==> config.mk <==
export PLATFORM = sky130hd
export DESIGN_NAME = chkv_ctrl
export DESIGN_NICKNAME = d
export VERILOG_FILES = /design/src/rtl/core/chkv_pkg.sv /design/src/rtl/core/chkv_ctrl.sv
export SDC_FILE = /design/constraint.sdc
export NUM_CORES = 1
export LEC_CHECK = 0
export BUFFER_PORTS_ARGS = -buffer_cell sky130_fd_sc_hd__buf_4
export CORE_AREA = 2 2 39 41
export DETAILED_ROUTE_END_ITERATION = 7
export DIE_AREA = 0 0 41 43
export GPL_ROUTABILITY_DRIVEN = 1
export SYNTH_ARGS = -nofsm -noshare
export SYNTH_HDL_FRONTEND = slang
export SYNTH_SLANG_ARGS = --single-unit
export TNS_END_PERCENT = 30
==> constraint.sdc <==
create_clock -name aclk -period 3.1 [get_ports aclk]
set_input_delay 0 -clock aclk [delete_from_list [all_inputs] [get_ports aclk]]
set_output_delay 0 -clock aclk [all_outputs]
set_load 0.005 [all_outputs]
==> src/rtl/core/chkv_pkg.sv <==
// ----------------------------------------------------------------------------
// chkv_pkg
// Shared types and constants of the chained hash key/value table.
// ----------------------------------------------------------------------------
package chkv_pkg;

    localparam int NUM_BUCKETS_DEF = 1024;
    localparam int NUM_ENTRIES_DEF = 256;
    localparam int KEY_BITS_DEF    = 32;
    localparam int DATA_BITS_DEF   = 32;

    localparam int MIN_BUCKETS = 5;
    localparam int BC_CFG_W    = 11;
    localparam int CFG_DATA_W  = 32;
    localparam int CFG_ADDR_W  = 4;

    localparam logic [1:0] REG_BUCKET_COUNT = 2'd0;
    localparam logic [1:0] REG_INVALID_KEY  = 2'd1;
    localparam logic [1:0] REG_RELEASE_EN   = 2'd2;

    typedef enum logic [1:0] {
        OP_INSERT = 2'd0,
        OP_DELETE = 2'd1,
        OP_GET    = 2'd2,
        OP_NONE   = 2'd3
    } op_t;

    typedef enum logic [1:0] {
        ST_OK      = 2'd0,
        ST_INVALID = 2'd1,
        ST_FULL    = 2'd2
    } status_t;

    typedef struct packed {
        logic clr;
        logic load;
        logic div;
        logic head_rd;
        logic cur_init;
        logic ent_rd;
        logic cmp;
        logic act;
        logic alloc;
        logic emit;
    } chkv_cmd_t;

    typedef struct packed {
        logic clr_done;
        logic skip;
        logic div_done;
        logic walk_end;
        logic key_match;
        logic need_alloc;
        logic out_free;
    } chkv_sts_t;

endpackage

==> src/rtl/core/chkv_ctrl.sv <==
// ----------------------------------------------------------------------------
// chkv_ctrl
// Sequencer: clearing pass, remainder, chain walk, update and result.
// ----------------------------------------------------------------------------
module chkv_ctrl (
    input  logic               aclk,
    input  logic               aresetn,
    input  logic               s_valid,
    output logic               s_ready,
    input  chkv_pkg::chkv_sts_t sts,
    output chkv_pkg::chkv_cmd_t cmd
);
    import chkv_pkg::*;

    typedef enum logic [3:0] {
        S_CLEAR, S_IDLE, S_DIV, S_HEAD, S_HLOAD, S_LOOK, S_CMP, S_ACT, S_ALLOC, S_EMIT
    } state_t;

    state_t state_reg, state_next;

    always_ff @(posedge aclk) begin
        if (!aresetn) begin
            state_reg <= S_CLEAR;
        end else begin
            state_reg <= state_next;
        end
    end

    always_comb begin
        state_next = state_reg;
        cmd        = '0;
        s_ready    = 1'b0;
        unique case (state_reg)
            S_CLEAR: begin
                cmd.clr = 1'b1;
                if (sts.clr_done) state_next = S_IDLE;
            end
            S_IDLE: begin
                s_ready = 1'b1;
                if (s_valid) begin
                    cmd.load   = 1'b1;
                    state_next = S_DIV;
                end
            end
            S_DIV: begin
                if (sts.skip) begin
                    state_next = S_EMIT;
                end else if (sts.div_done) begin
                    state_next = S_HEAD;
                end else begin
                    cmd.div = 1'b1;
                end
            end
            S_HEAD: begin
                cmd.head_rd = 1'b1;
                state_next  = S_HLOAD;
            end
            S_HLOAD: begin
                cmd.cur_init = 1'b1;
                state_next   = S_LOOK;
            end
            S_LOOK: begin
                if (sts.walk_end) begin
                    state_next = S_ACT;
                end else begin
                    cmd.ent_rd = 1'b1;
                    state_next = S_CMP;
                end
            end
            S_CMP: begin
                cmd.cmp    = 1'b1;
                state_next = sts.key_match ? S_ACT : S_LOOK;
            end
            S_ACT: begin
                cmd.act    = 1'b1;
                state_next = sts.need_alloc ? S_ALLOC : S_EMIT;
            end
            S_ALLOC: begin
                cmd.alloc  = 1'b1;
                state_next = S_EMIT;
            end
            S_EMIT: begin
                if (sts.out_free) begin
                    cmd.emit   = 1'b1;
                    state_next = S_IDLE;
                end
            end
            default: state_next = S_CLEAR;
        endcase
    end

endmodule

# ---- Word-level counts from Yosys, hierarchy flattened
# Cells that the tools add are included.
dict set report totals {
  inputBits 10
  out_inout_bits 11
  register_bits 4
  word_cells 41
}
dict set report classes {
  muxes 25
  eq_ne 13
  reduce_logical 2
}
# operator n
set ops {}
lappend ops {{$pmux W4 S10} 1}
lappend ops {{$mux W4} 5}
lappend ops {{$mux W1} 18}
lappend ops {{$eq A4 B3 Y1 const B} 4}
lappend ops {{$eq A4 B2 Y1 const B} 2}
lappend ops {{$eq A4 B4 Y1 const B} 2}
lappend ops {{$ne A2 B2 Y1 const B} 3}
lappend ops {{$eq A4 B1 Y1 const B} 1}
lappend ops {{$logic_not A4 Y1} 1}
lappend ops {{$reduce_and A4 Y1} 1}
lappend ops {{$ne A3 B3 Y1 const B} 1}
lappend ops {{$mux W2} 1}

# ---- Depth between registers and ports, before layout
# Gate-level depths: netlist of run 1.
dict set report depth {
  depth_word 3
  depth_mapped 5
  ltp_nobuf 4
}

# ---- Least setup slack after synthesis of run 1
# OpenSTA, ideal clock, no wires.
dict set report synth_timing {
  kind {register to register}
  start {register state_reg[0]}
  end {register state_reg[0]}
  n_path_buf 0
  path_stages_with_launch 5
  required_ns 2.983
  setup_ns 0.117
  t_arrival_ns 1.035
  slack_ns 1.948
  cell_sequence {dfxtp_1 and2b_2 nand2_1 o31a_1 a32o_1}
}
dict set report synth_between {
  elab_chain_len 3
}
# element line
set synth_rtl {}
lappend synth_rtl {{from (decl)} chkv_ctrl.sv:19} ;# state_t state_reg, state_next;
lappend synth_rtl {{from (signal assigned)} chkv_ctrl.sv:25} ;# state_reg <= state_next;
lappend synth_rtl {{$eq A4 B2 Y1 (tied with other cells)} chkv_ctrl.sv:33} ;# unique case (state_reg)
lappend synth_rtl {{$ne A3 B3 Y1 (no line) or $ne A2 B2 Y1 (tied branches)} n/a}
lappend synth_rtl {{$reduce_and A4 Y1 (no line)} n/a}
# Parallel ways exist; a longest one is shown, timed or not.
# A chain may end at the register's enable or synchronous reset.

==> results.md, run 1 <==
Run status:
- The flow ran to the end, and the final reports show no timing, DRC or antenna violations.

Worst setup path:
- In this run the worst setup path terminates at cmd[4].
- The largest delay contributor family on the critical path is flip-flops.
- Tracing the worst setup path back leads to its startpoint at state_reg[2].
- The endpoint identified for the worst register-to-register timing path is state_reg[0].
- The peak fanout along the critical path is 14.
- The delay of the slowest cell on the worst path is 690 ps.
- By startpoint and endpoint, the worst setup path is classified as reg2out.
- The beginning of the worst register-to-register path is state_reg[1].
- Counting both buffers and inverters, the worst setup path holds a total of 1.
- STA classifies the critical path endpoint as a primary output.
- The number of cell instances on the worst register-to-register path is 4.
- Traced cell by cell, the critical path runs through nand2b_1 > nor3_1 > buf_4.
- At the worst endpoint, the arrival time is around 1500 ps.
- The cell at the slowest stage of the critical path is sky130_fd_sc_hd__dfxtp_1.
- The logic depth of the worst path, buffers included is 3.
- STA puts the critical path data required time at between 3000 and 4000 ps.
- The worst register-to-register path has a setup slack of 1640 ps.
- STA classifies the critical path startpoint as a flop.

Synthesis:
- The largest total area in the synthesized netlist belongs to sky130_fd_sc_hd__dfxtp_1.
- The netlist uses 30 different library cells.
- The mean instance size in the synthesized netlist is 8.01 µm².
- Summed over its instances, the top area cell type makes up between 20% and 30% of the synthesized netlist area.
- Ranked by instance count, the synthesized netlist is headed by 5 x sky130_fd_sc_hd__nor2_1, 5 x sky130_fd_sc_hd__nor3_1, 4 x sky130_fd_sc_hd__dfxtp_1, 4 x sky130_fd_sc_hd__nor2b_1.
- The number of synthesized flops with an enable pin is 0.
- Ranked by total cell area, the synthesized netlist is headed by sky130_fd_sc_hd__dfxtp_1 20%, sky130_fd_sc_hd__nor2b_1 6.3%, sky130_fd_sc_hd__nor3_1 6.3%.
- Of the synthesized area, sequential elements account for around a fifth.
- The synthesized netlist occupies a cell area of ~400 µm².
- Of all flip-flops after synthesis, the portion carrying an async set or reset was 0%.
- The flop and latch count out of synthesis is 4.
- The warning count from the yosys run is 0.
- The net count after synthesis is 60.
- The most common flop cell mapped by yosys is sky130_fd_sc_hd__dfxtp_1.
- The gate count after technology mapping is 50.

Clock tree:
- The number of buffers added for setup after CTS is 0.
- TritonCTS built the clock tree.
- CTS built an H-tree with a depth of 1.
- Clock-pin slew was measured on the worst setup and hold paths at 40 ps.
- The buffer cell driving the clock tree root is sky130_fd_sc_hd__clkbuf_4.
- For the worst-skew pair, the clock arrives at the later sink with an insertion delay of around 230 ps.
- For this design, the sink count on the clock tree is 4.
- The number of hold buffers added after CTS is 1.
- The number of instances resized during post-cts repair is 0.
- The total clock buffers created by CTS is 3.
- The maximum buffer depth of the clock tree is 2.

STA:
- On the final layout, the worst clock skew is roughly 0.40 ps.
- Setup repair after global routing left no endpoint under its margin.
- The tightest slew margin relative to the limit is between 50% and 60%.
- The worst path uses about half of the clock period.
- Setup violations remaining at the end of the flow were counted as 0.
- For the final routed database, the setup TNS stands at 0 ps.
- Derived from the worst setup path, the maximum achievable clock frequency is around 0.66 GHz.
- The number of hold-slack violations in the final timing report is 0.
- The max-slew violation total from the final report is 0.
- For the pin with the worst max-slew slack, the measured transition is roughly 600 ps.
- Counting I/O delays and the setup requirement, the final critical path takes approximately 1500 ps.

Detailed routing:
- In the final routed layout, each cell accounts on average for approximately 11 µm.
- The count of unresolved DRC violations after routing is 0.
- The top routing layer in use is met3.
- The number of routed nets with antenna violations is 0.
- The routed length on met1 is roughly 500 µm.
- Wire segments on met2 add up to between 400 and 500 µm in the final route.
- The final wirelength is between 900 and 1000 µm.
- The via count normalized by instance count is between 4 and 5.
- The detailed router finished its first iteration with 6 violations.
- After detailed routing, the met3 layer carries 66 µm of wire.
- For this block, the via count after detailed routing is approximately 420.
- For this run, the detailed router's first-pass iteration total came to 4.

Layout:
- The flip-flop count of the largest register, all copies and words added is 4.
- Relative to the synthesized area, the layout overhead comes to 43.4%.
- After the last flow step, the layout net total stands at 82.
- 0 antenna diodes ended up in the layout.
- The footprint of the multi-input gates is 292 µm².
- The number of filler instances in the final layout is 146.
- The fraction of final layout cells with drive strength greater than 1 is 42.9%.
- The area used by sequential logic in the layout is between 80 and 90 µm².
- Measured on the finished design, the core utilization comes to about two fifths.
- The post-route cell area is approximately 570 µm².

Placement:
- The routability congestion estimate from global placement is between 0.7 and 0.8.
- The count of buffers added on input and output ports is 20.
- The placed wire-length estimate is about 740 µm.
- The post-detailed-placement cell area is 542 µm².

Floorplanning:
- Measured along the y axis, the die boundary spans between 40 and 50 µm.
- 21 I/O pins were placed.
- The total number of placement rows is 14.
- The die covers between 0.0015 and 0.002 mm².
- Once the floorplan was initialized, standard cells occupied between 20% and 30% of the core.
- The overall die width is between 40 and 50 µm.
- The core footprint is around 0.0014 mm².

Power and ir drop:
- The peak ir drop on the vdd network is approximately 0.00020 V.
- In this run the power density over the cells is approximately 500 mW/mm².
- For this design the static power due to leakage is around 0.00025 µW.

GRT:
- The global router's overall resource usage is between 10% and 20%.
- Entering global routing, the biggest net connects 15 pins.
- The number of global-route vias before repair was roughly 400.
- The total overflow left after global routing is 0.
- The first global-routing pass estimated 1600 µm of wire.
- The number of antenna violations at the first check in global routing is 0.

Worst hold path:
- The min-delay analysis places its worst path in the category in2reg.

Flow run:
- The tool flagged a number of max-cap violations equal to 0.
report_power, final:
part	internal, µW	switching [µW]
clock network	43.3	20.9
registers	61.5	32.5
logic	74.5	51.7
tightest hold or removal path: cells and delay by family:
family / cells / cell delay, ps
buf+inv: 1 / 90
simple gates: 2 / 210
routing by layer:
layer	vias to the layer above	GRT usage, %
met4	0	8.00
met5	-	0
met3	0	1.57
met1	188	17.0
li1	219	-
met2	16	19.7
worst min path at each step:
stage	end	cells past startpoint	start
4_1_cts	state_reg[1]	3	sts[6]
3_3_place_gp	state_reg[3]	2	aresetn
5_1_grt	state_reg[1]	3	sts[6]
6_report	state_reg[1]	3	sts[6]
2_1_floorplan	cmd[7]	1	sts[4]
3_5_place_dp	state_reg[3]	2	aresetn
stage by stage:
step           hold WS (ps)  std cells  total power, µW  setup WS, ps
2_1_floorplan          34.2         50              175          1950
3_3_place_gp            236         82              219          1670
3_5_place_dp            242         82              220          1650
4_1_cts                 127         86              288          1550
5_1_grt                 139         86              309          1430
6_report                131         86              284          1580
cell usage in the layout (no fill, tap or decap), drive strengths merged:
cell type / Yosys / layout
a21oi: 2 / 2
a22oi: 1 / 1
a32o: 1 / 1
and2b: 2 / 2
and3: 2 / 2
and4b: 1 / 1
buf: 4 / 20
clkbuf: 0 / 3
dfxtp: 4 / 4
dlygate4sd3: 0 / 1
mux2i: 1 / 1
nand2: 4 / 4
nand2b: 3 / 3
nand3b: 1 / 1
nor2: 5 / 5
nor2b: 4 / 4
nor3: 5 / 5
nor4: 3 / 3
nor4b: 1 / 1
o21a: 1 / 1
o21ai: 3 / 3
o31a: 1 / 1
xor2: 1 / 1
logic make-up (layout without fill, tap and decap cells):
logic type      Yosys count  after routing  share of synthesized area (%)
compound gates            9              9                           16.6
xor+xnor                  1              1                           2.19
buf+inv                   4             24                           7.19
flops                     4              4                           20.0
mux                       1              1                           2.50
simple gates             31             31                           51.6
cell type report:
cell class                 count  area share, %
multi-input combinational     42           50.8
timing repair buffer          21           27.9
sequential                     4           13.9
clock buffer                   3           3.92
tap                           16           3.49
(Power assumes the default switching activity.)
==> run 2: changes to the inputs <==
Settings changed: ABC_AREA set to 1.
Clock period 3.1 ns to 1.5 ns, I/O delays scaled along.
==> results.md, run 2 <==
Run status:
- The run finished with clean final reports.

Placement:
- The post-detailed-placement cell area was 552 µm² (+1.8%).
- The placed wire-length estimate is 806 µm (+9.3%).
- The port buffer count was 20 (unchanged).
- The worst slack at placement is 353 ps (-1290 ps).
- The routability congestion estimate from global placement came to 0.845 (+6.4%).

Layout:
- The final design utilization came to 42.2% (+0.72 points).
- In the layout the commonest cells are 20 x sky130_fd_sc_hd__buf_4, 18 x sky130_fd_sc_hd__inv_1, 13 x sky130_fd_sc_hd__nand2_1, 12 x sky130_fd_sc_hd__nor2_1, 7 x sky130_fd_sc_hd__nand3_1.
- The fraction of final layout cells with drive strength greater than 1 is 33.3% (-9.5 points).
- The number of diodes added for antenna fixing was 0 (unchanged).
- The post-route cell area is 584 µm² (+1.7%).
- The final layout net count came to 105 (+28%).
- The flip-flop count of the largest register, all copies and words added is 4 (unchanged).
- The area growth from synthesis to layout is 53.1%.
- The commonest non-fill, non-tap cell in the layout is sky130_fd_sc_hd__buf_4.

GRT:
- The number of antenna violations at the first check in global routing was 0 (unchanged).
- The number of global-route vias before repair is 418 (+7.5%).
- The global router's overall resource usage is 12.6% (-0.59 points).
- The global-route wire length before repair came to 1510 µm (-5.6%).
- The maximum number of pins on one net before global-route repair came to 9 (-6).
- The overall overflow remaining after global route is 0 (unchanged).

Detailed routing:
- The wire length per cell came to 8.73 µm (-22%).
- The final wirelength is 952 µm (-1.8%).
- The routed via count is 465 (+9.9%).
- The count of unresolved DRC violations after routing was 0 (unchanged).
- The number of design-rule violations left by the first detailed-router iteration is 8 (+2).
- The first-pass iteration count of the detailed router is 4 (unchanged).
- The via count normalized by instance count came to 4.27 (-13%).
- The number of routed nets with antenna violations came to 0 (unchanged).

STA:
- The tightest slew margin relative to the limit is 79.7% (+20 points).
- For this run, the top clock speed supported by timing is about 0.74 GHz.
- The count of final setup violators is 0 (unchanged).
- The final worst-path setup slack is 157 ps (-1420 ps).
- Setup repair after global routing left no endpoint under its margin.
- The worst-case clock skew is 1.22 ps (+0.823 ps).
- The number of hold-slack violations in the final timing report is 0 (unchanged).
- For the finished layout, the period the worst path requires is ~1300 ps.
- The transition time at the pin with the least slew margin is 304 ps (-299 ps).
- The worst path uses between 80% and 90% of the clock period.
- The max-slew violation total from the final report came to 0 (unchanged).
- The worst hold slack came to 71.3 ps (-59.9 ps).
- The setup TNS after final layout is 0 ps (unchanged).

Worst setup path:
- By startpoint and endpoint, the worst setup path is classified as reg2out.
- The setup slack on the worst flop-to-flop path came to 360 ps (-1280 ps).
- The peak fanout along the critical path was 4 (-10).
- The worst register-to-register path ends at state_reg[0].
- The data arrival time of the critical path is 1340 ps (-180 ps).
- The startpoint identified for the worst register-to-register timing path is state_reg[1].
- The number of cell instances on the worst register-to-register path came to 7 (+3).
- STA classifies the critical path endpoint as a primary output.
- The sort of element at the start of the critical path is a flop.
- The required time at the endpoint of the critical path was 1500 ps (-1600 ps).

Synthesis:
- The most common cell in the synthesized netlist is sky130_fd_sc_hd__inv_1.
- The flop and latch count out of synthesis was 4 (unchanged).
- The number of synthesized flops with an enable pin came to 0 (unchanged).
- Sorting the synthesized cells by how often they occur yields 18 x sky130_fd_sc_hd__inv_1, 13 x sky130_fd_sc_hd__nand2_1, 12 x sky130_fd_sc_hd__nor2_1.
- The net count after synthesis was 79 (+32%).
- The area fraction of the dominant cell type after synthesis is 21.0% (+0.98 points).
- The warning count from the yosys run is 0 (unchanged).
- The share of synthesized registers carrying an async set or reset is 0% (unchanged).
- The cell area after synthesis is 382 µm² (-4.7%).
- Of all cell types, the one taking the most synthesized area is sky130_fd_sc_hd__dfxtp_1.
- The mean instance size in the synthesized netlist is 5.53 µm² (-31%).
- The unique cell type count in the Yosys netlist came to 14 (-53%).
- In the post-synthesis netlist, the biggest area contributors are sky130_fd_sc_hd__dfxtp_1 21%, sky130_fd_sc_hd__inv_1 18%, sky130_fd_sc_hd__nand2_1 13%.
- The gate count after technology mapping is 69 (+38%).
- The part of the Yosys area used for sequential elements is 21.0% (+0.98 points).
- The most common flop cell mapped by yosys is sky130_fd_sc_hd__dfxtp_1.

Clock tree:
- The later-pin clock latency in the skew report came to 230 ps (about the same).
- The CTS H-tree depth is 1 (unchanged).
- The maximum buffer depth of the clock tree is 2 (unchanged).
- The clock tree from TritonCTS is yes.
- The buffer cell driving the clock tree root is sky130_fd_sc_hd__clkbuf_4.
- The number of instances resized during post-cts repair is 0 (unchanged).
- The clock transition time at the flip-flop clock pins of the worst setup and hold paths is 40 ps (about the same).
- The number of clock sinks is 4 (unchanged).
- The total clock buffers created by CTS came to 3 (unchanged).

Worst hold path:
- The worst hold path terminates at state_reg[1].
- The worst hold path begins at sts[4].
- The depth of the worst hold-timing path is 4 (+1).
- The path category of the worst min-delay check is in2reg.

Floorplanning:
- The die height is 43 µm (unchanged).
- The effective utilization at floorplan is 27.6% (-1.4 points).
- The overall die width was 41 µm (unchanged).
- The I/O pin count came to 21 (unchanged).
- The total number of placement rows came to 14 (unchanged).
- The area of the die was 0.00176 mm² (unchanged).
- The core footprint is 0.00138 mm² (unchanged).

Power and ir drop:
- The leakage power total is 0.000367 µW (+46%).
- The peak ir drop on the vdd network is 0.000379 V (+85%).
- The power density of the placed cells is 1040 mW/mm² (+110%).

Flow run:
- The max-cap violation count is 0 (unchanged).
## run 2: report_power, final
part	switching (µW)	leakage, µW	total (µW)	internal (µW)
sequential	31.8	0.0000327	159	127
clock	46.2	0.0000138	136	89.7
combinational	173	0.000320	314	141
## run 2: final cells by class
type                       count  area, µm²
tap                           16       20.0
clock buffer                   3       22.5
inverter                      20       75.1
sequential                     4       80.1
multi-input combinational     45        226
timing repair buffer          21        160
fill                         170        800
## run 2: how the worst max path moves through the flow
| stage | from | to | depth (start not counted) |
|---|---|---|---|
| floorplan | state_reg[1] | state_reg[0] | 7 |
| global placement | state_reg[1] | state_reg[0] | 7 |
| detailed placement | state_reg[1] | state_reg[0] | 7 |
| CTS | state_reg[2] | cmd[3] | 5 |
| global route | state_reg[2] | cmd[3] | 5 |
| finish | state_reg[2] | cmd[3] | 5 |
## run 2: cell families after synthesis
family	count (synthesis)	share of synthesized area, %
AO/OA/AOI/OAI	3	4.59
AND/OR/NAND/NOR	42	54.8
buffers and inverters	20	19.7
flip-flops	4	21.0
## run 2: stage by stage
step	cells	total power [µW]
after floorplan	69	360
after global placement	105	473
after detailed placement	105	475
after CTS	109	621
after global routing	109	673
final	109	608
## run 2: critical path, cell delays in order, from the launching register on
cell and delay [ps]:
sky130_fd_sc_hd__dfxtp_1 380, sky130_fd_sc_hd__inv_1 50, sky130_fd_sc_hd__nor2_1 250, sky130_fd_sc_hd__inv_1 140, sky130_fd_sc_hd__nor3_1 150, sky130_fd_sc_hd__buf_4 140
## run 2: routing by layer
metal / GRT usage, % / routed length (µm) / up-vias
met4: 8.00 / 17 / 0
li1: - / - / 252
met2: 20.3 / 484 / 12
met5: 0 / 0 / -
met1: 14.5 / 405 / 199
met3: 1.57 / 45 / 2
## run 2: repair_timing
action / CTS / global route
hold buffers: 1 / 0
hold endpoints to repair: 2 / 0
setup buffers: 0 / 0
==> run 3: changes to the inputs <==
Settings changed: CTS_CLUSTER_SIZE set to 16, RECOVER_POWER set to 25.
==> results.md, run 3 (synthesized netlist as in run 2, its figures left out) <==
GRT:
- The global-route wire length before repair came to 1510 µm (unchanged).
- The layer with the highest usage after global routing is met2.
- The met3 track utilization from global routing was 1.57% (unchanged).
- The number of global-route vias before repair is 418 (unchanged).
- The number of antenna violations at the first check in global routing is 0 (unchanged).
- The fraction of met2 tracks used by global routing is 20.3% (unchanged).
- The maximum number of pins on one net before global-route repair came to 9 (unchanged).
- The met1 track demand over resource is 14.5% (unchanged).
- The global router's overall resource usage came to 12.6% (unchanged).
- The overall overflow remaining after global route was 0 (unchanged).

STA:
- The max-slew violation total from the final report came to 0 (unchanged).
- The transition time at the pin with the least slew margin came to 333 ps (+29.4 ps).
- The count of final setup violators was 0 (unchanged).
- The fraction of the cycle the final worst path needs came to 87.1% (-2.4 points).
- The tightest slew margin relative to the limit is 77.7% (-1.9 points).
- The number of hold-slack violations in the final timing report was 0 (unchanged).
- The maximum clock frequency is 0.765 GHz (+2.8%).
- The worst hold slack is 71.2 ps (-0.0904 ps).
- The setup TNS after final layout is 0 ps (unchanged).
- The worst-case clock skew was 1.21 ps (-0.0177 ps).
- The time the worst path needs with I/O delays and setup is 1310 ps (-36.1 ps).
- Setup repair after global routing left no endpoint under its margin.

Worst setup path:
- The data arrival time of the critical path came to 1310 ps (-30 ps).
- The cell repeated most along the worst path is sky130_fd_sc_hd__inv_1.
- The delay of the slowest cell on the worst path was 360 ps (-20 ps).
- STA classifies the critical path endpoint as a primary output.
- The start-to-end type of the worst setup path is reg2out.
- The signal on the critical path passes through inv_1 > nor2_1 > inv_1 > nor3_1 > buf_4.
- The peak fanout along the critical path came to 4 (unchanged).
- The sort of element at the start of the critical path is a flop.
- The required time at the endpoint of the critical path came to 1500 ps (about the same).
- The largest individual stage delay along the critical path comes from the cell sky130_fd_sc_hd__dfxtp_1.

Detailed routing:
- The routed via count is 464 (-0.22%).
- The via count normalized by instance count is 4.26 (-0.22%).
- The final wirelength is 958 µm (+0.63%).
- The number of routed nets with antenna violations was 0 (unchanged).
- The count of unresolved DRC violations after routing is 0 (unchanged).
- The wire length per cell is 8.79 µm (+0.63%).
- The number of design-rule violations left by the first detailed-router iteration is 6 (-2).
- The first-pass iteration count of the detailed router is 4 (unchanged).

Flow run:
- The max-cap violation count was 0 (unchanged).

Run status:
- The run finished with clean final reports.

Layout:
- In the layout the commonest cells are 20 x sky130_fd_sc_hd__buf_4, 18 x sky130_fd_sc_hd__inv_1, 13 x sky130_fd_sc_hd__nand2_1, 12 x sky130_fd_sc_hd__nor2_1, 7 x sky130_fd_sc_hd__nand3_1.
- The final layout net count was 105 (unchanged).
- The growth of design area from synthesis to finish is 51.8%.
- The fraction of final layout cells with drive strength greater than 1 was 33.3% (unchanged).
- Leaving out fill and tap cells, the most frequent cell in the layout is sky130_fd_sc_hd__buf_4.
- The flip-flop count of the largest register, all copies and words added was 4 (unchanged).
- The number of diodes added for antenna fixing came to 0 (unchanged).

Power and ir drop:
- The peak ir drop on the vdd network was 0.000378 V (about the same).
- The leakage power total is 0.000364 µW (-0.61%).
- The power density of the placed cells is 1040 mW/mm² (+0.22%).

Clock tree:
- The buffer cell driving the clock tree root is sky130_fd_sc_hd__clkbuf_4.
- The maximum buffer depth of the clock tree is 2 (unchanged).
- The number of clock sinks is 4 (unchanged).
- TritonCTS built the clock tree.
- The total clock buffers created by CTS came to 3 (unchanged).
- The number of buffers added for setup after CTS is 0 (unchanged).
- The later-pin clock latency in the skew report was 240 ps (about the same).
- The CTS H-tree depth came to 1 (unchanged).
- The clock transition time at the flip-flop clock pins of the worst setup and hold paths came to 40 ps (about the same).

Floorplanning:
- The I/O pin count came to 21 (unchanged).
- The overall die width came to 41 µm (unchanged).
- The total number of placement rows came to 14 (unchanged).
- The area of the die is 0.00176 mm² (unchanged).
- The effective utilization at floorplan was 27.6% (unchanged).
- The core footprint is 0.00138 mm² (unchanged).
- The die height is 43 µm (unchanged).

Placement:
- The port buffer count is 20 (unchanged).
- The placed wire-length estimate is 806 µm (unchanged).
- The routability congestion estimate from global placement is 0.845 (unchanged).

Worst hold path:
- The tightest min-delay check is of the in2reg type.
-- run 3: cell types whose count changed in the layout (fill, tap and decap cells not counted) --
cell                     delta
sky130_fd_sc_hd__nor2_4     -1
sky130_fd_sc_hd__nor2_2     +1
-- run 3: where the power goes --
part / switching, µW / internal (µW) / leakage, µW
combinational: 172 / 139 / 0.000318
sequential: 30.2 / 127 / 0.0000327
clock: 46.3 / 89.7 / 0.0000138
-- run 3: through the flow --
stage               power (µW)  setup slack [ps]  instances  util, %  cell area [µm²]
floorplan                  360               456         69        -              382
global placement           473               341        105     39.9              552
detailed placement         475               353        105     39.9              552
CTS                        621               153        109     42.2              584
global route               669               112        109     41.9              579
finish                     605               193        109     41.9              579
-- run 3: timing repair --
item,in CTS,in global routing
hold endpoints to repair,2,0
hold buffers,1,0
gates resized for setup,0,0
-- run 3: area by class of cell --
cell class / count / area, µm²
Multi-Input combinational cell: 45 / 221
Clock buffer: 3 / 22.5
Tap cell: 16 / 20.0
Timing Repair Buffer: 21 / 160
Sequential cell: 4 / 80.1
Inverter: 20 / 75.1
Fill cell: 171 / 805
-- run 3: worst paths after layout --
path | slack [ps] | startpoint | endpoint | depth (start not counted)
hold / removal | 70 | sts[4] | state_reg[1] | 4
hold reg to reg | 670 | state_reg[3] | state_reg[1] | 3
setup / recovery | 190 | state_reg[2] | cmd[3] | 5
setup reg to reg | 310 | state_reg[3] | state_reg[0] | 6
-- run 3: routing by layer --
metal	share of wire, %	wire length, µm
met3	4.7	45
met5	0	0
met2	50	483
met1	43	411
met4	1.8	17
-- run 3: critical path, delay by kind of cell, from the launching register on --
kind          cells  cell delay (ps)
simple gates      2              390
flops             1              360
buf+inv           3              330
